File: src/design/wvsd_pkg.sv
`timescale 1ns / 1ps
// Shared types and constants for the wind vector to speed/direction unit.
// No dependencies; imported by every module of the block.
package wvsd_pkg;

  localparam int TABLE_LEN  = 24;
  localparam int SQRT_STEPS = 17;   // one root bit per stage, bit weights 2^32 .. 2^0
  localparam int XW         = 43;   // CORDIC x/y width, magnitudes shifted up by 24
  localparam int ZW         = 22;   // angle accumulator, 1/16384 degree
  localparam int RW         = 34;   // square root remainder/root width

  // atan(2^-i) in 1/16384 degree, rounded to nearest
  localparam logic [19:0] ATAN_TABLE [TABLE_LEN] = '{
    20'd737280, 20'd435242, 20'd229970, 20'd116736, 20'd58595, 20'd29326,
    20'd14667,  20'd7334,   20'd3667,   20'd1833,   20'd917,   20'd458,
    20'd229,    20'd115,    20'd57,     20'd29,     20'd14,    20'd7,
    20'd4,      20'd2,      20'd1,      20'd0,      20'd0,     20'd0
  };

  // knots to m/s: (m*1852 + 1800) / 3600, divide done as multiply by ceil(2^38/3600)
  localparam logic [10:0] KNOT_MUL   = 11'd1852;
  localparam logic [10:0] KNOT_BIAS  = 11'd1800;
  localparam logic [26:0] KNOT_RECIP = 27'd76354975;
  localparam int          KNOT_SHIFT = 38;

  localparam logic [RW-1:0] SQ_TOP = 34'h1_0000_0000;

  localparam logic signed [ZW-1:0] Z_90 = 22'sd1474560;
  localparam logic [22:0] DIR_90     = 23'd1474560;
  localparam logic [22:0] DIR_270    = 23'd4423680;
  localparam logic [22:0] DIR_ROUND  = 23'd128;
  localparam logic [14:0] DIR_FULL   = 15'd23040;  // 360 degrees in 1/64 degree
  localparam logic [14:0] DIR_CALM   = 15'd17280;  // 270 degrees, zero vector

  typedef struct packed {
    logic [16:0] mag_u;
    logic [16:0] mag_v;
    logic        neg_u;
    logic        neg_v;
    logic [31:0] sum_sq;
  } prep_t;

  typedef struct packed {
    logic signed [XW-1:0] x;
    logic signed [XW-1:0] y;
    logic signed [ZW-1:0] z;
    logic [RW-1:0]        rem;
    logic [RW-1:0]        root;
    logic                 neg_u;
    logic                 neg_v;
    logic                 u_zero;
    logic                 v_zero;
  } core_t;

  typedef struct packed {
    logic [15:0] speed;
    logic [14:0] direction;
  } res_t;

endpackage

File: src/design/wvsd_post.sv
`timescale 1ns / 1ps
// Back end: root rounding, angle clamp, quadrant fold to direction, 1/64 degree rounding.
// Two register stages; depends on wvsd_pkg.
module wvsd_post (
  input  logic                clk,
  input  logic                rst,
  input  logic                en,
  input  logic                in_valid,
  input  wvsd_pkg::core_t     in_data,
  output logic                out_valid,
  output wvsd_pkg::res_t      out_data
);
  import wvsd_pkg::*;

  logic        v1;
  logic [20:0] zc;
  logic [22:0] dir_next;
  logic [22:0] dir1;
  logic [15:0] speed1;
  logic        calm1;
  logic [22:0] dir_rnd;
  logic [14:0] dq;

  always_comb begin
    // clamp to [0, 90] degrees; axis vectors bypass the CORDIC angle
    if (in_data.v_zero) begin
      zc = '0;
    end else if (in_data.u_zero || (!in_data.z[ZW-1] && in_data.z > Z_90)) begin
      zc = Z_90[20:0];
    end else if (in_data.z[ZW-1]) begin
      zc = '0;
    end else begin
      zc = in_data.z[20:0];
    end
    unique case ({in_data.neg_u, in_data.neg_v})
      2'b00:   dir_next = DIR_270 - {2'b00, zc};
      2'b10:   dir_next = DIR_90 + {2'b00, zc};
      2'b11:   dir_next = DIR_90 - {2'b00, zc};
      default: dir_next = DIR_270 + {2'b00, zc};
    endcase
  end

  assign dir_rnd = dir1 + DIR_ROUND;
  assign dq      = dir_rnd[22:8];

  always_ff @(posedge clk) begin
    if (rst) begin
      v1 <= 1'b0;
      out_valid <= 1'b0;
    end else if (en) begin
      v1 <= in_valid;
      out_valid <= v1;
    end
  end

  always_ff @(posedge clk) begin
    if (en) begin
      dir1   <= dir_next;
      speed1 <= in_data.root[15:0] + {15'd0, in_data.rem > in_data.root};
      calm1  <= in_data.u_zero & in_data.v_zero;

      out_data.speed <= speed1;
      if (calm1) begin
        out_data.direction <= DIR_CALM;
      end else if (dq >= DIR_FULL) begin
        out_data.direction <= '0;
      end else begin
        out_data.direction <= dq;
      end
    end
  end

endmodule

File: config.mk
export PLATFORM = sky130hd
export DESIGN_NAME = wvsd_post
export DESIGN_NICKNAME = d
export VERILOG_FILES = /design/src/design/wvsd_pkg.sv /design/src/design/wvsd_post.sv
export SDC_FILE = /design/constraint.sdc
export NUM_CORES = 1
export LEC_CHECK = 0
export ABC_AREA = 1
export ABC_CLOCK_PERIOD_IN_PS = 6400
export BUFFER_PORTS_ARGS = -buffer_cell sky130_fd_sc_hd__buf_4
export CAP_MARGIN = 40
export CORE_UTILIZATION = 52
export DETAILED_ROUTE_END_ITERATION = 7
export PLACE_DENSITY = 0.87
export REMOVE_ABC_BUFFERS = 1
export SETUP_SLACK_MARGIN = 0.05
export SLEW_MARGIN = 20
export SYNTH_ARGS = -nofsm -noshare
export SYNTH_HDL_FRONTEND = slang
export SYNTH_SLANG_ARGS = --single-unit
File: constraint.sdc
create_clock -name clk -period 6.4 [get_ports clk]
set_clock_uncertainty 0.15 [all_clocks]
set_input_delay 0.96 -clock clk [delete_from_list [all_inputs] [get_ports clk]]
set_output_delay 0.96 -clock clk [all_outputs]
set_load 0.005 [all_outputs]
* Word level (Yosys, flattened, before mapping) *
Index checks and enable logic that the tools add are counted.

word-level totals
  register bits after elaboration = 73
  bits in latches = 0
  RAM bits = 0
  bits in read-only memories = 0
  input bits = 184
  logic and storage cells = 30
  memories = 0

cells by class
  $add $sub $neg = 6
  $mul = 0
  div/mod/pow operators = 0
  $lt $le $gt $ge = 3
  equality and inequality tests = 2
  shift operators = 0
  muxes and demuxes = 5
  bitwise logic cells = 1
  reductions and logical operators = 5

operators with widths
  cell                                                    number
  case mux 23 bit (3 select lines)                        1
  2-to-1 mux 21 bit                                       3
  greater-than comparator 34 bit                          1
  adder 23 x 21 -> 23 bit (first input constant)          1
  adder 23 x 8 -> 23 bit (second input constant)          1
  subtractor 23 x 21 -> 23 bit (first input constant)     1
  adder 21 x 21 -> 22 bit (first input constant)          1
  greater-than comparator 22 bit (second input constant)  1
  subtractor 21 x 21 -> 22 bit (first input constant)     1
  adder 16 x 1 -> 16 bit                                  1
  >= comparator 15 bit (second input constant)            1
  2-to-1 mux 15 bit                                       1
  equality test 2 bit (second input constant)             2
  zero test 2 bit                                         1
  OR reduction 2 bit                                      1
  AND 1 bit                                               1
  logical AND 1 bit                                       1
  zero test 1 bit                                         1
  logical OR 1 bit                                        1

* Depth between registers and ports, before layout *
  depth in word-level cells = 7
  mapped depth = 22
  mapped depth without buffers = 22

* Worst setup path before layout *
Ideal clock, no wire load.

  path type = input port to flip-flop
  start = input in_data[37] in the netlist's numbering
  end = register speed1[14] (data pin)
  data arrival time = 3.504 ns
  setup slack = 2.480 ns
  cell stages on the path = 19
  path buffers = 0
  path through = inv_1 ha_1 nand2_1 inv_1 nand3_1 nor4_1 o2111ai_1 nand3_1 o31ai_1 inv_1 ha_1 ha_1 nand3_1 nor3_1 nand3_1 nor3_1 nand3_1 nor3_1 xor2_1

on the way
  word-level cells in the longest chain between the ends = 2

ends and longest elaborated chain
  element                         RTL line         text
  start, declared                 wvsd_post.sv:9   input wvsd_pkg::core_t in_data,
  greater-than comparator 34 bit  wvsd_post.sv:59  speed1 <= in_data.root[15:0] + {15'd0, in_data.rem > in_data.root};
  adder 16 x 1 -> 16 bit          wvsd_post.sv:59
  end signal, assigned            wvsd_post.sv:59
  end, declared                   wvsd_post.sv:19  logic [15:0] speed1;

No other way between the ends.
A chain may end at the register's enable or synchronous reset.

* Final worst setup path *
  start = input in_data[71] in the netlist's numbering
  end = register speed1[14] (data pin)

Same word-level chain as after synthesis.

==> results.yml <==
synthesis:
  synth_fa_ha_area_share_pct: 10.95
  netlist_top_cells_count: "112 x nand2_1, 96 x inv_1, 64 x edfxtp_1, 57 x nor2_1, 49 x nand3_1"
  synth_compound_area_share_pct: 6.385
  netlist_instances: 566
  synthTopCellsByArea: "edfxtp_1 40%, ha_1 11%, nand2_1 8.8%, inv_1 7.5%, nand3_1 5.1%"
  yosys_warnings: 0
  synth-simple-area-share_pct: 26.82
  synthesis.area_um2: 4801
  synth_top_area_share_pct: 40.03
  synth_xor_area_share_pct: 6.698
  synth_most_common_cell: "nand2_1"
  synth_edf_count: 64
  synth_flop_cell: "edfxtp_1"
  synthMuxAreaShare_pct: 0
  yosysUniqueCellTypes: 41
  ys_ff_latch: 66
  synthArstFlopShare_pct: 0
  ys_seq_area_share_pct: 40.87
  postSynthAreaPerCell_um2: 8.482
  synth_top_family_by_area: "simple AND/OR/NAND/NOR gates"
  synth_area_leader_cell: "edfxtp_1"
floorplan:
  die_y_um: 98.09
  die_area_um2: 9621
  core_um2: 8848
  io_pins: 216
  dieWidth_um: 98.09
  start_util_pct: 54.26
  rows: 34
global_route:
  grt_remaining_overflow: 0
  grt_max_degree: 68
  globalRouteTotalUtil_pct: 23.35
  antenna_found_initial: 0
  grt_first_pass_wirelength_mm: 17.91
  grt_pass1_vias: 3992
clock_network:
  cts_hold_buf: 0
  cts_resized: 0
  insertion_delay_ns: 0.35
  numCtsBuffers: 9
  htreeDepth: 3
  cts_root_buffer: "clkbuf_8"
  clock_sinks: 66
  cts_tree: "done"
  cts_max_path_buffers: 2
  cts_setup_buffers: 0
  path_clk_slew_ns: 0.07
layout:
  layout-drive-gt1-share_pct: 25.53
  ff_latch_area_um2: 1962
  layout.nets: 930
  num-fill-cells: 677
  multi_input_area_um2: 2441
  syn_to_final_growth_pct: 27.78
  n_antenna_cell: 0
timing:
  period_needed_ns: 4.169
  finalSetupTns_ns: 0
  slew_headroom_pct: 46.49
  fin_ws_ns: 2.231
  worst_pin_slew_ns: 0.8027
  period_share_pct: 65.13
  max_freq_mhz: 239.9
  rsz0062_at_grt: "no"
  hold_viol_final: 0
  slew_violations: 0
  setup_viol: 0
pwr:
  power_mw: 1.230
  comb_power_share_pct: 21.4
  vdd_drop_max_mv: 0.1263
  p_per_area_nw_per_um2: 200.5
  p_sw_share_pct: 26.43
  p_leak_nw: 3.051
  p_int_uw: 904.7
  p_switching_uw: 325.0
  p_clk_share_pct: 34.6
  p_seq_share_pct: 44.0
setup_path:
  start_kind: "input port"
  required_ns: 6.34
  critical_path.max_fanout: 3
  cp-end-kind: "flop"
  criticalPathCategory: "in2reg"
  worstPathArrival_ns: 4.11
  rrSetupSlack_ns: 3.80
drt:
  ant_nets: 0
  vias_per_cell: 5.165
  drtIter0Drc: 147
  wl_mm: 10.89
  drc: 8
  wl_per_cell_um: 13.33
  dr_total_vias: 4220
  drtPass1Iterations: 7
place:
  pre_cts_slack_ns: 1.938
  detailed_place_hpwl_mm: 8.748
  gp_congestion: 0.9027
  io_buffers: 129
job:
  cap_violations: 0
run_status:
  violations: "design-rule violations"
  status: "finished with violations"
min_path:
  hold_class: "reg2reg"
power by group through the flow:
| stage | clock network (mW) | logic, mW | registers (mW) |
|---|---|---|---|
| after floorplan | 0 | 0.143 | 0.548 |
| after global placement | 0 | 0.252 | 0.548 |
| after detailed placement | 0 | 0.261 | 0.551 |
| after CTS | 0.430 | 0.264 | 0.542 |
| after global routing | 0.449 | 0.297 | 0.544 |
| final | 0.425 | 0.263 | 0.542 |
layout make-up:
type | count | area share (%)
multi-input combinational | 397 | 39.79
inverter | 101 | 6.180
timing repair buffer | 129 | 15.79
tap | 108 | 2.203
sequential | 66 | 31.98
clock inverter | 7 | 2.040
clock buffer | 9 | 2.019
routing by layer:
metal | share of wire [%] | vias up | GRT usage, %
met5 | 0 | - | 0
met4 | 1.4 | 0 | 7.692
met3 | 4.8 | 14 | 4.724
met2 | 52 | 130 | 41.71
met1 | 42 | 1914 | 28.03
li1 | - | 2162 | -
cells by family after synthesis:
| kind of cell | count (synthesis) |
|---|---|
| adders and majority gates | 42 |
| buffers and inverters | 103 |
| xor gates and xnor gates | 35 |
| AOI/OAI and AO/OA | 52 |
| and+or+nand+nor | 268 |
| DFF | 66 |
critical path, cell delays in order:
cell       delay, ns
buf_4           0.11
ha_1            0.28
nand2_1         0.07
inv_1           0.05
nand3_1         0.10
nor4_1          0.32
o2111ai_1       0.16
nand3_1         0.11
o31ai_1         0.06
inv_1           0.06
ha_1            0.18
ha_1            0.19
nand3_1         0.12
nor3_1          0.37
nand3_1         0.20
nor3_1          0.29
nand3_1         0.16
nor3_1          0.20
xor2_1          0.10
final timing paths:
check	cells past startpoint	endpoint	startpoint
min reg2reg	0	out_data[26]$_DFFE_PP_	speed1[11]$_DFFE_PP_
max	19	speed1[14]$_DFFE_PP_	in_data[71]
min	0	out_data[26]$_DFFE_PP_	speed1[11]$_DFFE_PP_
max reg2reg	13	out_data[2]$_SDFFCE_PP0P_	dir1[7]$_DFFE_PP_
cell usage in the layout, fill, tap and decap left out, drive strengths merged, types with 2 or more instances in the layout:
master / n
dfxtp: 2
nand3b: 3
nor2: 64
buf: 129
nor3: 8
nand4: 15
a21oi: 23
bufinv: 3
o21ai: 15
inv: 103
xor2: 27
ha: 42
clkbuf: 9
o2111ai: 2
clkinv: 2
a211oi: 2
edfxtp: 64
o211ai: 4
nor4: 3
nand2: 119
xnor2: 8
nand3: 55
a21boi: 2
state kept, by name (all words and copies together) (netlist names):
register   cells
out_data      31
dir1          16
speed1        16
calm1          1
out_valid      1
v1             1
through the flow:
stage / instance area [µm²] / utilization [%] / cells / hold slack (ns)
floorplan: 4782 / - / 564 / 0.2503
global placement: 5886 / 66.52 / 801 / 0.2504
detailed placement: 5886 / 66.52 / 801 / 0.2545
CTS: 6135 / 69.33 / 817 / 0.2719
global route: 6135 / 69.33 / 817 / 0.2742
finish: 6135 / 69.33 / 817 / 0.2709
Power figures use the tool's default switching activity.
