===== src/design/wvsd_pkg.sv =====
`timescale 1ns / 1ps
// Shared types and constants for the wind vector to speed/direction unit.
// No dependencies; imported by every module of the block.
package wvsd_pkg;

  localparam int TABLE_LEN  = 24;
  localparam int SQRT_STEPS = 17;   // one root bit per stage, bit weights 2^32 .. 2^0
  localparam int XW         = 43;   // CORDIC x/y width, magnitudes shifted up by 24
  localparam int ZW         = 22;   // angle accumulator, 1/16384 degree
  localparam int RW         = 34;   // square root remainder/root width

  // atan(2^-i) in 1/16384 degree, rounded to nearest
  localparam logic [19:0] ATAN_TABLE [TABLE_LEN] = '{
    20'd737280, 20'd435242, 20'd229970, 20'd116736, 20'd58595, 20'd29326,
    20'd14667,  20'd7334,   20'd3667,   20'd1833,   20'd917,   20'd458,
    20'd229,    20'd115,    20'd57,     20'd29,     20'd14,    20'd7,
    20'd4,      20'd2,      20'd1,      20'd0,      20'd0,     20'd0
  };

  // knots to m/s: (m*1852 + 1800) / 3600, divide done as multiply by ceil(2^38/3600)
  localparam logic [10:0] KNOT_MUL   = 11'd1852;
  localparam logic [10:0] KNOT_BIAS  = 11'd1800;
  localparam logic [26:0] KNOT_RECIP = 27'd76354975;
  localparam int          KNOT_SHIFT = 38;

  localparam logic [RW-1:0] SQ_TOP = 34'h1_0000_0000;

  localparam logic signed [ZW-1:0] Z_90 = 22'sd1474560;
  localparam logic [22:0] DIR_90     = 23'd1474560;
  localparam logic [22:0] DIR_270    = 23'd4423680;
  localparam logic [22:0] DIR_ROUND  = 23'd128;
  localparam logic [14:0] DIR_FULL   = 15'd23040;  // 360 degrees in 1/64 degree
  localparam logic [14:0] DIR_CALM   = 15'd17280;  // 270 degrees, zero vector

  typedef struct packed {
    logic [16:0] mag_u;
    logic [16:0] mag_v;
    logic        neg_u;
    logic        neg_v;
    logic [31:0] sum_sq;
  } prep_t;

  typedef struct packed {
    logic signed [XW-1:0] x;
    logic signed [XW-1:0] y;
    logic signed [ZW-1:0] z;
    logic [RW-1:0]        rem;
    logic [RW-1:0]        root;
    logic                 neg_u;
    logic                 neg_v;
    logic                 u_zero;
    logic                 v_zero;
  } core_t;

  typedef struct packed {
    logic [15:0] speed;
    logic [14:0] direction;
  } res_t;

endpackage


===== src/design/wvsd_prep.sv =====
`timescale 1ns / 1ps
// Front end: magnitudes and signs, optional knot scaling, sum of squares.
// Four register stages; depends on wvsd_pkg.
module wvsd_prep (
  input  logic                clk,
  input  logic                rst,
  input  logic                en,
  input  logic                knots,
  input  logic                in_valid,
  input  logic [15:0]         in_u,
  input  logic [15:0]         in_v,
  output logic                out_valid,
  output wvsd_pkg::prep_t     out_data
);
  import wvsd_pkg::*;

  logic        v1, v2, v3;
  logic [16:0] au1, av1, au2, av2, mu3, mv3;
  logic        nu1, nv1, nu2, nv2, nu3, nv3;
  logic [25:0] su2, sv2;
  logic [52:0] prod_u, prod_v;
  logic [16:0] mu_next, mv_next;

  // stage 3: exact divide by 3600 through the reciprocal
  assign prod_u  = {27'd0, su2} * {26'd0, KNOT_RECIP};
  assign prod_v  = {27'd0, sv2} * {26'd0, KNOT_RECIP};
  assign mu_next = knots ? {2'b00, prod_u[KNOT_SHIFT+14:KNOT_SHIFT]} : au2;
  assign mv_next = knots ? {2'b00, prod_v[KNOT_SHIFT+14:KNOT_SHIFT]} : av2;

  always_ff @(posedge clk) begin
    if (rst) begin
      v1 <= 1'b0;
      v2 <= 1'b0;
      v3 <= 1'b0;
      out_valid <= 1'b0;
    end else if (en) begin
      v1 <= in_valid;
      v2 <= v1;
      v3 <= v2;
      out_valid <= v3;
    end
  end

  always_ff @(posedge clk) begin
    if (en) begin
      au1 <= in_u[15] ? (17'h10000 - {1'b0, in_u}) : {1'b0, in_u};
      av1 <= in_v[15] ? (17'h10000 - {1'b0, in_v}) : {1'b0, in_v};
      nu1 <= in_u[15];
      nv1 <= in_v[15];

      su2 <= 26'({9'd0, au1} * {15'd0, KNOT_MUL}) + {15'd0, KNOT_BIAS};
      sv2 <= 26'({9'd0, av1} * {15'd0, KNOT_MUL}) + {15'd0, KNOT_BIAS};
      au2 <= au1;
      av2 <= av1;
      nu2 <= nu1;
      nv2 <= nv1;

      mu3 <= mu_next;
      mv3 <= mv_next;
      nu3 <= nu2 & (mu_next != 17'd0);
      nv3 <= nv2 & (mv_next != 17'd0);

      out_data.mag_u  <= mu3;
      out_data.mag_v  <= mv3;
      out_data.neg_u  <= nu3;
      out_data.neg_v  <= nv3;
      out_data.sum_sq <= 32'({17'd0, mu3} * {17'd0, mu3}) + 32'({17'd0, mv3} * {17'd0, mv3});
    end
  end

endmodule


===== config.mk =====
export PLATFORM = sky130hd
export DESIGN_NAME = wvsd_prep
export DESIGN_NICKNAME = d
export VERILOG_FILES = /design/src/design/wvsd_pkg.sv /design/src/design/wvsd_prep.sv
export SDC_FILE = /design/constraint.sdc
export NUM_CORES = 2
export LEC_CHECK = 0
export ABC_CLOCK_PERIOD_IN_PS = 6700
export BUFFER_PORTS_ARGS = -buffer_cell sky130_fd_sc_hd__clkbuf_2
export CAP_MARGIN = 20
export CELL_PAD_IN_SITES_DETAIL_PLACEMENT = 0
export CELL_PAD_IN_SITES_GLOBAL_PLACEMENT = 1
export CORE_MARGIN = 4
export CORE_UTILIZATION = 48
export CTS_CLUSTER_DIAMETER = 40
export DETAILED_ROUTE_END_ITERATION = 6
export GPL_ROUTABILITY_DRIVEN = 0
export PLACE_DENSITY_LB_ADDON = 0.1
export SYNTH_ARGS = -nofsm -noshare
export SYNTH_HDL_FRONTEND = slang
export SYNTH_SLANG_ARGS = --single-unit

===== constraint.sdc =====
create_clock -name clk -period 6.7 [get_ports clk]
set_input_delay 1.005 -clock clk [delete_from_list [all_inputs] [get_ports clk]]
set_output_delay 1.005 -clock clk [all_outputs]
set_load 0.05 [all_outputs]

# Word-level counts from Yosys, hierarchy flattened
# Index checks and enable logic that the tools add are counted.
totals:
  reg_bits: 232
  in_bits: 37
  elab_cells: 44
op_classes:
  add_sub_neg: 5
  multipliers: 6
  n_mux: 4
  n_bitwise: 2
  reduce_logical: 2
ops:
  columns: ["cell", "count"]
  rows:
  - ["multiplier 26 x 27 -> 53 bit, second input constant", 2]
  - ["multiplier 17 x 17 -> 32 bit", 2]
  - ["adder 26 x 11 -> 26 bit, second input constant", 2]
  - ["multiplier 17 x 9 -> 24 bit, second input constant", 2]
  - ["two-way mux 17 bit", 2]
  - ["nonzero test 17 bit", 2]
  - ["subtractor 17 x 16 -> 17 bit, first input constant", 2]
  - ["adder 32 bit", 1]
  - ["two-way mux 15 bit", 2]
  - ["AND 1 bit", 2]

# Longest topological paths before layout
depth:
  ltp_word: 4
  mapped_depth: 28
  mapped_depth_nobuf: 27

# Least setup slack after synthesis
# No wires, ideal clock.
synth_timing:
  kind: "reg2reg"
  start: "reg mu3[1]"
  end: "reg out_data[31] (netlist bit), data pin"
  setup_ns: 0.260
  arrival_ns: 7.032
  required_time_ns: 6.440
  setup_slack_ns: -0.592
  path_stages_with_launch: 28
  path_buffers: 1
  period_less_slack_ns: 7.292
  cell_sequence: "edfxtp_1 > clkbuf_1 > and2_1 > fa_1 > inv_1 > fa_1 > inv_1 > fa_1 > inv_1 > fa_1 > inv_1 > fa_1 > inv_1 > fa_1 > fa_1 > fa_1 > inv_1 > ha_1 > inv_1 > o22ai_1 > a311o_1 > a21oi_1 > o21ai_0 > a21oi_1 > nand3_1 > a31oi_1 > o21ai_0 > xnor2_1"
synth_between:
  elab_chain_len: 2
synth_rtl:
  columns: ["item", "line", "source"]
  rows:
  - ["start, declared", "wvsd_prep.sv:18", "logic [16:0] au1, av1, au2, av2, mu3, mv3;"]
  - ["start signal, assigned", "wvsd_prep.sv:58", "mu3 <= mu_next;"]
  - ["multiplier 17 x 17 -> 32 bit", "wvsd_prep.sv:67", "out_data.sum_sq <= 32'({17'd0, mu3} * {17'd0, mu3}) + 32'({17'd0, mv3} * {17'd0, mv3});"]
  - ["adder 32 bit", "wvsd_prep.sv:67", null]
  - ["end, declared", "wvsd_prep.sv:13", "output wvsd_pkg::prep_t out_data"]
# Every way passes these cells.
# A chain may end at the register's enable or synchronous reset.

# Worst setup path after layout
layout_timing:
  start: "reg sv2[16]"
  end: "reg nv3, data pin"
layout_between:
  elab_chain_len: 4
layout_rtl:
  columns: ["item", "line", "source"]
  rows:
  - ["start, declared", "wvsd_prep.sv:20", "logic [25:0] su2, sv2;"]
  - ["start signal, assigned", "wvsd_prep.sv:52", "sv2 <= 26'({9'd0, av1} * {15'd0, KNOT_MUL}) + {15'd0, KNOT_BIAS};"]
  - ["multiplier 26 x 27 -> 53 bit", "wvsd_prep.sv:26", "assign prod_v = {27'd0, sv2} * {26'd0, KNOT_RECIP};"]
  - ["two-way mux 17 bit", "wvsd_prep.sv:28", "assign mv_next = knots ? {2'b00, prod_v[KNOT_SHIFT+14:KNOT_SHIFT]} : av2;"]
  - ["nonzero test 17 bit", "wvsd_prep.sv:61", "nv3 <= nv2 & (mv_next != 17'd0);"]
  - ["AND 1 bit", "wvsd_prep.sv:61", null]
  - ["end signal, assigned", "wvsd_prep.sv:61", null]
  - ["end, declared", "wvsd_prep.sv:19", "logic nu1, nv1, nu2, nv2, nu3, nv3;"]
# Every way passes these cells.

==> flow_metrics.tcl <==
set metrics [dict create \
    final.fill_count 9286 \
    endpoint_kind "register" \
    drcViolationCount 0 \
    finalCriticalPeriod_ps 7259 \
    cts.sinks 226 \
    hp-start "nv3" \
    arrival_ps 7640 \
    antenna_found_initial 4 \
    clk-insertion-delay-late_ps 650 \
    rsz0062_at_grt "yes" \
    synth_cell_type_count 86 \
    start_util_pct 48.33 \
    synth-edff-count 222 \
    ys_ff_latch 226 \
    wl_mm 127.9 \
    layout-area-overhead-vs-synth_pct 20.35 \
    finalSetupViolCount 21 \
    multi_input_area_sq_mm 0.03940 \
    holdBufCountCts 0 \
    status "finished with violations" \
    syn_inst 4855 \
    antenna_left 0 \
    yosys-top-cells-count "inv_1, fa_1, ha_1" \
    path_max_fanout 4 \
    synth.most_common_cell "inv_1" \
    io_buffers 105 \
    synthesis.area_sq_mm 0.05081 \
    startpoint_type "register" \
    post-route-period-util_pct 108.3 \
    dieArea_sq_mm 0.1111 \
    yosysTopAreaCell "fa_1" \
    syn_avg_cell_area_sq_um 10.46 \
    clk_pin_slew_ps 60 \
    ys.flop_type "edfxtp_1" \
    async_flop_share_pct 0 \
    viasPerCell 4.871 \
    tightest_slew_ps 836.0 \
    fin_ws_ps -558.7 \
    cts_inserted_buffers 52 \
    ys_seq_area_share_pct 13.28 \
    final_area_sq_mm 0.06115 \
    synth_top_area_share_pct 39.05 \
    max_freq_ghz 0.1378 \
    min_path_type "reg2reg" \
    pre_cts_ws_ps -648.7 \
    violations "negative setup slack" \
    dieWidth_um 333.3 \
    drive_above_1_share_pct 20.62 \
    grt_usage_pct 24.03 \
    nets 7513 \
    path_cells "ha_4 > inv_2 > fa_1 > inv_2 > fa_1 > inv_2 > fa_1 > inv_1 > fa_1 > inv_1 > fa_1 > fa_1 > ha_4 > nand4_1 > or3_4 > or2_1 > a311o_1 > a31oi_4 > o21ai_2 > and2b_2 > xnor2_2 > a2111oi_4 > nand4bb_1 > o41a_1" \
    cp-startpoint "sv2[16]" \
    vias 34490 \
    coreArea_sq_mm 0.1051 \
    max_cap_violations 0 \
    row_count 119 \
    finalHoldViolCount 0 \
    cts.htree.levels 2 \
    path_delay_family "adder cells" \
    path_buf_inv 5 \
    yosys-top-cells-area "fa_1, ha_1, edfxtp_1" \
    slew_headroom_pct 44.27 \
    cts_tree "done" \
    grt_max_degree 143 \
    clock_path_buffers 3 \
    firstDrtPassIters 5 \
    cts_root_buf "clkbuf_16" \
    crit_type "reg2reg" \
    overflow 0 \
    slew_viol_final 0 \
    grt_pass1_wl_mm 209.8 \
    drtIter0Drc 1626 \
    slowest_stage "fa_1" \
    required_ps 7080 \
    critPathMaxStageDelay_ps 530 \
    grt_pass1_vias 38250 \
    fin_skew_ps 39.73 \
    die_h_um 333.3 \
    place_area_sq_mm 0.05779 \
    cpMostUsedCell "fa_1" \
    post_drt_wl_per_cell_um 18.06 \
    ff_latch_area_sq_mm 0.006746 \
    num_io_pins 106 \
    dp_hpwl_mm 113.8 \
    r2r_start "sv2[16]" \
    ys_warn_count 0 \
]
cell families after synthesis:
group / after synthesis / synth area share [%]
fa+ha+maj: 1832 / 59.76
buf+inv: 1506 / 11.20
simple gates: 706 / 7.065
compound gates: 381 / 5.071
flops: 226 / 13.28
xor+xnor: 176 / 3.034
mux: 27 / 0.5861
other cells: 1 / 0.007381
routing by layer:
layer,global-route usage (%),wire length (um),up-vias
li1,-,-,16610
met1,35.32,61080,17150
met2,38.39,57840,593
met3,3.637,6361,131
met4,4.304,2604,2
met5,0,13,-
path summary, 6_finish.rpt:
path                                endpoint  slack [ps]  cells past startpoint
worst min-delay path            out_data[32]         410                      0
worst max-delay path                     nv3        -560                     24
worst max register to register           nv3        -560                     24
worst min register to register  out_data[32]         410                      0
area by class of cell:
class                           count  share of cell area, %
Inverter                         1455                  8.932
Timing Repair Buffer              785                  9.672
Clock buffer                       55                  2.146
Sequential cell                   226                  11.03
Clock inverter                     43                 0.9310
Tap cell                         1391                  2.846
Multi-Input combinational cell   3124                  64.44
Antenna cell                        1               0.004092
registers in the layout (all words and copies together) (netlist names):
name,flops
au1,17
au2,17
av1,17
av2,17
mu3,17
mv3,17
nu1,1
nu2,1
nu3,1
nv1,1
nv2,1
nv3,1
out_data,68
out_valid,1
su2,23
sv2,23
v1,1
v2,1
v3,1
cell usage in the layout (no fill, tap or decap), types with 25 or more instances in the layout:
cell type / netlist / routed
clkbuf_16: 0 / 52
buf_6: 1 / 49
clkbuf_2: 0 / 104
ha_4: 0 / 29
and2_1: 137 / 117
inv_2: 0 / 53
xnor2_1: 136 / 133
a21oi_1: 101 / 77
nor2b_1: 27 / 25
o21ai_0: 70 / 56
nor2_1: 105 / 94
nand2_1: 224 / 200
xor2_1: 40 / 40
a21oi_2: 3 / 25
nand4_1: 30 / 30
fa_1: 991 / 957
a21o_1: 59 / 59
nand3_1: 41 / 37
ha_1: 841 / 808
inv_1: 1455 / 1402
buf_4: 0 / 623
edfxtp_1: 222 / 222
fa_2: 0 / 34
nor3_1: 34 / 31
repair_timing:
action	4_1_cts	5_1_grt
endpoints found under the setup margin	26	36
gates resized for setup	154	140
setup buffers	38	27
pin swaps	112	108
stage by stage:
step                util [%]  hold WS (ps)  TNS, ps  std cells
global placement       54.97         407.4    -5428       6924
finish                 58.17         411.9    -5215       7080
floorplan                  -         400.3   -816.3       4856
global route           58.17         394.1   -10420       7080
CTS                    57.56         401.3    -5131       7058
detailed placement     54.97         414.0    -6537       6924
Power is not shown: default switching activity piles up to over one toggle a cycle in this logic, so the estimate is an artifact.
