[src/design/wvsd_pkg.sv]
`timescale 1ns / 1ps
// Shared types and constants for the wind vector to speed/direction unit.
// No dependencies; imported by every module of the block.
package wvsd_pkg;

  localparam int TABLE_LEN  = 24;
  localparam int SQRT_STEPS = 17;   // one root bit per stage, bit weights 2^32 .. 2^0
  localparam int XW         = 43;   // CORDIC x/y width, magnitudes shifted up by 24
  localparam int ZW         = 22;   // angle accumulator, 1/16384 degree
  localparam int RW         = 34;   // square root remainder/root width

  // atan(2^-i) in 1/16384 degree, rounded to nearest
  localparam logic [19:0] ATAN_TABLE [TABLE_LEN] = '{
    20'd737280, 20'd435242, 20'd229970, 20'd116736, 20'd58595, 20'd29326,
    20'd14667,  20'd7334,   20'd3667,   20'd1833,   20'd917,   20'd458,
    20'd229,    20'd115,    20'd57,     20'd29,     20'd14,    20'd7,
    20'd4,      20'd2,      20'd1,      20'd0,      20'd0,     20'd0
  };

  // knots to m/s: (m*1852 + 1800) / 3600, divide done as multiply by ceil(2^38/3600)
  localparam logic [10:0] KNOT_MUL   = 11'd1852;
  localparam logic [10:0] KNOT_BIAS  = 11'd1800;
  localparam logic [26:0] KNOT_RECIP = 27'd76354975;
  localparam int          KNOT_SHIFT = 38;

  localparam logic [RW-1:0] SQ_TOP = 34'h1_0000_0000;

  localparam logic signed [ZW-1:0] Z_90 = 22'sd1474560;
  localparam logic [22:0] DIR_90     = 23'd1474560;
  localparam logic [22:0] DIR_270    = 23'd4423680;
  localparam logic [22:0] DIR_ROUND  = 23'd128;
  localparam logic [14:0] DIR_FULL   = 15'd23040;  // 360 degrees in 1/64 degree
  localparam logic [14:0] DIR_CALM   = 15'd17280;  // 270 degrees, zero vector

  typedef struct packed {
    logic [16:0] mag_u;
    logic [16:0] mag_v;
    logic        neg_u;
    logic        neg_v;
    logic [31:0] sum_sq;
  } prep_t;

  typedef struct packed {
    logic signed [XW-1:0] x;
    logic signed [XW-1:0] y;
    logic signed [ZW-1:0] z;
    logic [RW-1:0]        rem;
    logic [RW-1:0]        root;
    logic                 neg_u;
    logic                 neg_v;
    logic                 u_zero;
    logic                 v_zero;
  } core_t;

  typedef struct packed {
    logic [15:0] speed;
    logic [14:0] direction;
  } res_t;

endpackage

[src/design/wvsd_skid.sv]
`timescale 1ns / 1ps
// Output register with a skid entry; its ready stalls the whole pipeline.
// Depends on wvsd_pkg.
module wvsd_skid (
  input  logic                clk,
  input  logic                rst,
  input  logic                in_valid,
  input  wvsd_pkg::res_t      in_data,
  output logic                in_ready,
  output logic                out_valid,
  input  logic                out_ready,
  output wvsd_pkg::res_t      out_data
);
  import wvsd_pkg::*;

  logic full;
  res_t skid;

  assign in_ready = ~full;

  always_ff @(posedge clk) begin
    if (rst) begin
      full <= 1'b0;
      out_valid <= 1'b0;
    end else if (full) begin
      if (out_ready) begin
        full <= 1'b0;
      end
    end else if (!out_valid || out_ready) begin
      out_valid <= in_valid;
    end else if (in_valid) begin
      full <= 1'b1;
    end
  end

  always_ff @(posedge clk) begin
    if (full) begin
      if (out_ready) begin
        out_data <= skid;
      end
    end else if (!out_valid || out_ready) begin
      out_data <= in_data;
    end else begin
      skid <= in_data;
    end
  end

endmodule

[config.mk]
export PLATFORM = sky130hd
export DESIGN_NAME = wvsd_skid
export DESIGN_NICKNAME = d
export VERILOG_FILES = /design/src/design/wvsd_pkg.sv /design/src/design/wvsd_skid.sv
export SDC_FILE = /design/constraint.sdc
export NUM_CORES = 1
export LEC_CHECK = 0
export ABC_CLOCK_PERIOD_IN_PS = 8400
export BUFFER_PORTS_ARGS = -buffer_cell sky130_fd_sc_hd__buf_2
export CAP_MARGIN = 15
export CORE_MARGIN = 8
export CORE_UTILIZATION = 55
export DETAILED_ROUTE_END_ITERATION = 12
export PLACE_DENSITY = 0.83
export SLEW_MARGIN = 25
export SYNTH_ARGS = -nofsm -noshare
export SYNTH_HDL_FRONTEND = slang
export SYNTH_SLANG_ARGS = --single-unit
[constraint.sdc]
create_clock -name clk -period 8.4 [get_ports clk]
set_input_delay 0.84 -clock clk [delete_from_list [all_inputs] [get_ports clk]]
set_output_delay 0.84 -clock clk [all_outputs]
set_load 0.02 [all_outputs]
### Word-level counts from Yosys, hierarchy flattened

Index checks and enable logic that the tools add are counted.

* bits in registers: 64
* bits in latches: 0
* memory bits (writable): 0
* ROM bits: 0
* input bits: 35
* output and inout bits: 33
* logic and storage cells: 22
* memories: 0

* add/sub/neg operators: 0
* $mul: 0
* div/mod/pow operators: 0
* order comparisons: 0
* equal/unequal tests: 1
* shift operators: 0
* mux-type cells: 7
* bitwise operators: 2
* reduce and logical (&&, ||, !) cells: 6

Operator list (count)
* two-way mux 31 bit: 3
* AND reduction 2 bit: 3
* two-way mux 1 bit: 4
* != test 2 bit (second input constant): 1
* inverter 1 bit: 2
* nonzero test 2 bit: 1
* zero test 1 bit: 1
* logical OR 1 bit: 1

### Depth between registers and ports, before layout

Gate-level depths: netlist (run 1).

* word-level depth: 4
* mapped depth: 4
* depth with buffers taken out: 2

### Worst setup path after synthesis (run 1)

OpenSTA, ideal clock, no wires.

* kind: input to register
* start: input port out_ready
* end: register skid[0] (netlist name), enable pin
* data arrival time: 3.146 ns
* required time: 7.936 ns
* slack: 4.790 ns
* cell stages on the path: 1
* buffers on the path: 0
* cells stage by stage: nor3b_1

* longest elaborated chain between the ends: 3

RTL lines
* start, declared: line wvsd_skid.sv:11 `input logic out_ready,`
* logical OR 1 bit: line wvsd_skid.sv:41 `end else if (!out_valid || out_ready) begin`
* inverter 1 bit (no line)
* AND reduction 2 bit (no line)
* end signal, assigned: line wvsd_skid.sv:44 `skid <= in_data;`
* end, declared: line wvsd_skid.sv:17 `res_t skid;`

No other way between the ends.
A chain may end at the register's enable or synchronous reset.

### Worst setup path in the final report (run 1)

* start: register full
* end: output port in_ready

* longest elaborated chain between the ends: 1

RTL lines
* start, declared: line wvsd_skid.sv:16 `logic full;`
* start signal, assigned: line wvsd_skid.sv:23 `full <= 1'b0;`
* start signal, assigned: line wvsd_skid.sv:27 `full <= 1'b0;`
* start signal, assigned: line wvsd_skid.sv:32 `full <= 1'b1;`
* inverter 1 bit (no line)
* end, declared: line wvsd_skid.sv:9 `output logic in_ready,`

No other way between the ends.

==> out/metrics.cfg, run 1 <==
[worst_setup_path]
crit_path_max_fanout = 37
cpPeakStageDelay_ns = 0.76
cp.required_ns = 7.56
end_kind = output pin
arrival_ns = 1.34
path_cells = inv_1 > buf_2
crit-reg2reg-capture = skid[6]
r2r-start = full
r2r_setup_slack_ns = 6.40
startpoint_type = flip-flop
path_class = reg -> out
r2r_cells = 2
cp_slowest_cell = dfxtp_4

[clocking]
post-cts-setup-buffer-count = 0
clock_latency_ns = 0.32
htreeDepth = 3
cts_hold_buffers = 0
ctsResizeCount = 0
numCtsBuffers = 9
clockBufferDepth = 2
numClockSinks = 64
cts_tree = built
clkTransAtPathRegs_ns = 0.07
root_buffer = clkbuf_8

[pwr]
p_leak_nw = 1.20
swShare_pct = 21.9
p_int_mw = 0.538
power.total_mw = 0.688
seq_power_share_pct = 55.5
pwr-share-comb_pct = 9.8
clkPwrFrac_pct = 34.6
peakVddDrop_mv = 0.140
power_switching_mw = 0.151
p_per_area_nw_per_um2 = 229

[synthesis]
synthTopCellsByArea = edfxtp_1, mux2_4, mux2_2, buf_12, dfxtp_1
synth_ff_type = edfxtp_1
syn_area_per_cell_um2 = 22.8
yosysMostFrequentCell = edfxtp_1
synth-warning-count = 0
synthCells = 108
syn_nets = 143
synth_top_area_share_pct = 75.5
ys_ff_latch = 64
seq_area_frac_synth_pct = 77.2
synth-async-reset-ratio_pct = 0
yosysUniqueCellTypes = 15
synthTopCellsByCount = edfxtp_1, mux2_4, mux2_2
synth-edff-count = 62
netlist_area_um2 = 2460
synth_top_cell_by_area = edfxtp_1

[drt]
drt_iter0_drc = 105
viasPerCell = 5.07
ant_nets = 0
dr.pass1.iters = 4
wl_per_cell_um = 18.5
drc = 0
routed_wl_mm = 4.44
vias = 1217

[worst_hold_path]
worstHoldEndpoint = out_data[6]
min_from = skid[6]
hold_depth = 1
worstHoldPathType = reg -> reg

[die]
row_count = 24
io_pins = 68
initial_core_util_pct = 57.0
die-width_um = 82.9
die_y_um = 82.9
core_region_area_um2 = 4320
dieArea_um2 = 6880

[timing]
finalCriticalPeriod_ns = 2.18
rsz0062_at_grt = false
fin_worst_skew_ns = 0.00651
max_freq_mhz = 458
slew_headroom_pct = 40.8
tightest_slew_ns = 0.885
setup_tns_ns = 0
hold_viol = 0
finalMaxSlewViolations = 0
period_share_pct = 26.0
finalSetupViolations = 0

[global_route]
grt_pass1_wl_mm = 7.11
grt_antenna_before_repair = 0
grt_max_degree = 38
grt_usage_pct = 13.2
grt_overflow = 0
grt_pass1_vias = 1377

[job]
maxCapViolations = 0

[place]
port_buffers = 67
dp.cells = 224
place_congestion = 0.651
place_hpwl_mm = 3.13

[run_status]
outcome = completed

[finish]
final_util_pct = 69.6
nets = 218
fin_cells = 240
area_growth_syn_to_layout_pct = 22.2
n_antenna_cell = 0
drive_above_1_share_pct = 60.6

-- how the worst max path moves through the flow --
stage | startpoint | end | slack [ns] | depth (start not counted)
floorplan | out_ready | skid[0] | 4.79 | 1
global placement | out_ready | skid[21] | 5.83 | 3
detailed placement | out_ready | skid[22] | 6.02 | 3
CTS | full | in_ready | 5.85 | 2
global route | full | in_ready | 6.15 | 2
finish | full | in_ready | 6.22 | 2
-- state kept, by name, indices dropped and copies added, names as in the netlist --
register	flops
full	1
out_data	31
out_valid	1
skid	31
-- power groups by stage --
stage | registers [mW] | clock network [mW] | logic [mW]
finish | 0.382 | 0.238 | 0.0677
global route | 0.384 | 0.258 | 0.0723
CTS | 0.383 | 0.243 | 0.0692
detailed placement | 0.389 | 0 | 0.0692
global placement | 0.388 | 0 | 0.0666
floorplan | 0.405 | 0 | 0.0243
-- cell families after synthesis --
logic type | share of synthesized area, %
mux | 18.0
compound gates | 0.863
buf+inv | 2.99
flops | 77.2
simple gates | 1.02
-- worst max-delay path, delay by kind of cell, from the launching register on --
kind	cells	cell delay [ns]
buf+inv	2	0.26
flops	1	0.76
-- per-stage QoR --
stage,area (um^2),setup WS (ns),hold slack (ns)
floorplan,2460,4.79,0.523
global route,3010,6.15,0.558
global placement,2820,5.83,0.528
CTS,3010,5.85,0.543
detailed placement,2830,6.02,0.535
finish,3010,6.22,0.541
-- area by class of cell --
cell class | instances | area [um^2]
clock buffer | 11 | 131
fill | 296 | 1310
inverter | 2 | 7.51
sequential | 64 | 1910
tap | 52 | 65.1
clock inverter | 5 | 47.5
multi-input combinational | 38 | 512
timing repair buffer | 68 | 343
-- layer usage --
layer / wire (um) / share of wire, % / track usage, %
met2: 2360 / 53 / 21.9
met5: 0 / 0 / 0
met4: 51 / 1.1 / 6.71
met1: 1740 / 39 / 14.1
met3: 286 / 6.4 / 5.27
-- placed cells by master, fill, tap and decap left out, types with 2 or more instances in the layout --
cell type,n
buf_2,67
clkbuf_1,2
clkbuf_8,9
clkinv_1,2
clkinv_2,2
edfxtp_1,62
inv_1,2
mux2_2,6
mux2_4,25
Power figures use the tool's default switching activity.
==> inputs of run 2 (changes only) <==
Settings changed: ABC_CLOCK_PERIOD_IN_PS 8400 to 2150, CORE_UTILIZATION 55 to 51, PLACE_DENSITY 0.83 to 0.78.
Clock period 8.4 ns to 2.15 ns, I/O delays scaled along.
==> out/metrics.cfg, run 2 (synthesis results as in run 1) <==
[pwr]
swShare_pct = 21.2  ; -0.65 points
peakVddDrop_mv = 0.504  ; +260%
pwr-share-comb_pct = 9.8  ; about the same
clkPwrFrac_pct = 37.5  ; +2.9 points
p_leak_nw = 1.24  ; +3.1%
seq_power_share_pct = 52.7  ; -2.8 points
p_int_mw = 2.23  ; +310%
p_per_area_nw_per_um2 = 919  ; +300%
power_switching_mw = 0.600  ; +300%

[timing]
fin_worst_skew_ns = 0.00440  ; -0.00211 ns
max_freq_mhz = 595
finalSetupViolations = 0  ; unchanged
slew_headroom_pct = 51.6  ; +11 points
tightest_slew_ns = 0.726  ; -0.160 ns
hold_viol = 0  ; unchanged
finalMaxSlewViolations = 0  ; unchanged
setup_tns_ns = 0  ; unchanged
rsz0062_at_grt = false
finalCriticalPeriod_ns = 1.68
period_share_pct = 78.1

[global_route]
grt_max_degree = 26  ; -32%
grt_antenna_before_repair = 0  ; unchanged
grt_pass1_wl_mm = 7.01  ; -1.4%
grt_overflow = 0  ; unchanged
grt_pass1_vias = 1385  ; +0.58%
grt_usage_pct = 12.8  ; -0.36 points

[clocking]
root_buffer = clkbuf_8
numCtsBuffers = 9  ; unchanged
cts_tree = built
ctsResizeCount = 0  ; unchanged
clkTransAtPathRegs_ns = 0.07  ; about the same
cts_hold_buffers = 0  ; unchanged
clock_latency_ns = 0.32  ; about the same
post-cts-setup-buffer-count = 0  ; unchanged
numClockSinks = 64  ; unchanged
htreeDepth = 3  ; unchanged
clockBufferDepth = 2  ; unchanged

[finish]
final_util_pct = 65.6  ; -4.1 points
top_regs = out_data (31), skid (31)
drive_above_1_share_pct = 62.3  ; +1.7 points
nets = 222  ; +1.8%
area_growth_syn_to_layout_pct = 24.8
fillers = 321  ; +8.4%
layout.cells.most_common_list = buf_2, edfxtp_1, mux2_4
final_common_cell = buf_2
n_antenna_cell = 0  ; unchanged
multiInputGateArea_um2 = 512  ; unchanged
seqCellArea_um2 = 1900  ; -0.13%

[drt]
vias = 1259  ; +3.5%
drc = 0  ; unchanged
wl_met2_mm = 2.36  ; about the same
wl_met3_um = 354  ; +24%
wl_met1_mm = 1.75  ; +0.40%
drt_iter0_drc = 122  ; +16%
viasPerCell = 5.14  ; +1.3%
ant_nets = 0  ; unchanged
top_layer = met4
dr.pass1.iters = 4  ; unchanged
routed_wl_mm = 4.52  ; +1.8%
wl_per_cell_um = 18.4  ; -0.32%

[worst_setup_path]
path_class = reg -> reg
critPathCapture = out_data[11]
crit_start = full
crit-reg2reg-capture = out_data[11]
crit_path_max_fanout = 25  ; -32%
r2r-start = full
end_kind = flip-flop
r2r_cells = 2  ; unchanged
cp.required_ns = 2.23  ; -5.33 ns
r2r_setup_slack_ns = 0.47  ; -5.93 ns
startpoint_type = flip-flop
arrival_ns = 1.76  ; +0.42 ns

[worst_hold_path]
worstHoldPathType = in -> reg

[die]
die_y_um = 85.5  ; +3.1%
io_pins = 68  ; unchanged
row_count = 25  ; +4.2%
die-width_um = 85.5  ; +3.1%
core_region_area_um2 = 4690  ; +8.5%
initial_core_util_pct = 52.5  ; -4.5 points
dieArea_um2 = 7310  ; +6.3%

[job]
maxCapViolations = 0  ; unchanged

[place]
place_congestion = 0.700  ; +7.4%
port_buffers = 67  ; unchanged
place_hpwl_mm = 3.33  ; +6.4%

[run_status]
outcome = completed

## run 2: power groups by stage
| stage | logic [mW] | clock network, mW | registers (mW) |
|---|---|---|---|
| floorplan | 0.0977 | 0 | 1.58 |
| global placement | 0.271 | 0 | 1.51 |
| detailed placement | 0.279 | 0 | 1.52 |
| CTS | 0.280 | 1.08 | 1.49 |
| global route | 0.294 | 1.13 | 1.50 |
| finish | 0.276 | 1.06 | 1.49 |
## run 2: worst max-delay path, cell delays in order (launching register included)
cell	delay, ns
dfxtp_2	0.80
buf_4	0.31
mux2_4	0.31
## run 2: worst min path at each step
stage	start	to	slack (ns)	cells past startpoint
floorplan	rst	full	0.29	1
global placement	rst	full	0.40	2
detailed placement	in_data[30]	skid[30]	0.41	1
CTS	in_data[30]	skid[30]	0.07	1
global route	in_data[11]	skid[11]	0.06	1
finish	in_data[30]	skid[30]	0.08	1
## run 2: area by class of cell
class / instances / area share, %
multi-input cells: 38 / 16.6
clock inverters: 4 / 2.28
well taps: 54 / 2.20
repair buffers: 72 / 12.5
inverters: 2 / 0.244
clock buffers: 11 / 4.27
flip-flops and latches: 64 / 61.9
## run 2: per-stage QoR
step	area, um^2	worst slack (ns)	total power, mW	cells	hold slack (ns)
global placement	2880	0.528	1.79	230	0.400
global route	3080	0.396	2.93	245	0.0626
detailed placement	2880	0.468	1.80	230	0.409
CTS	3080	0.457	2.85	245	0.0666
finish	3080	0.470	2.83	245	0.0806
floorplan	2480	0.295	1.68	108	0.292
## run 2: layer usage
metal	track usage, %	up-vias
met5	0	-
met4	5.41	0
met3	5.92	7
met2	20.7	44
met1	14.3	623
li1	-	585
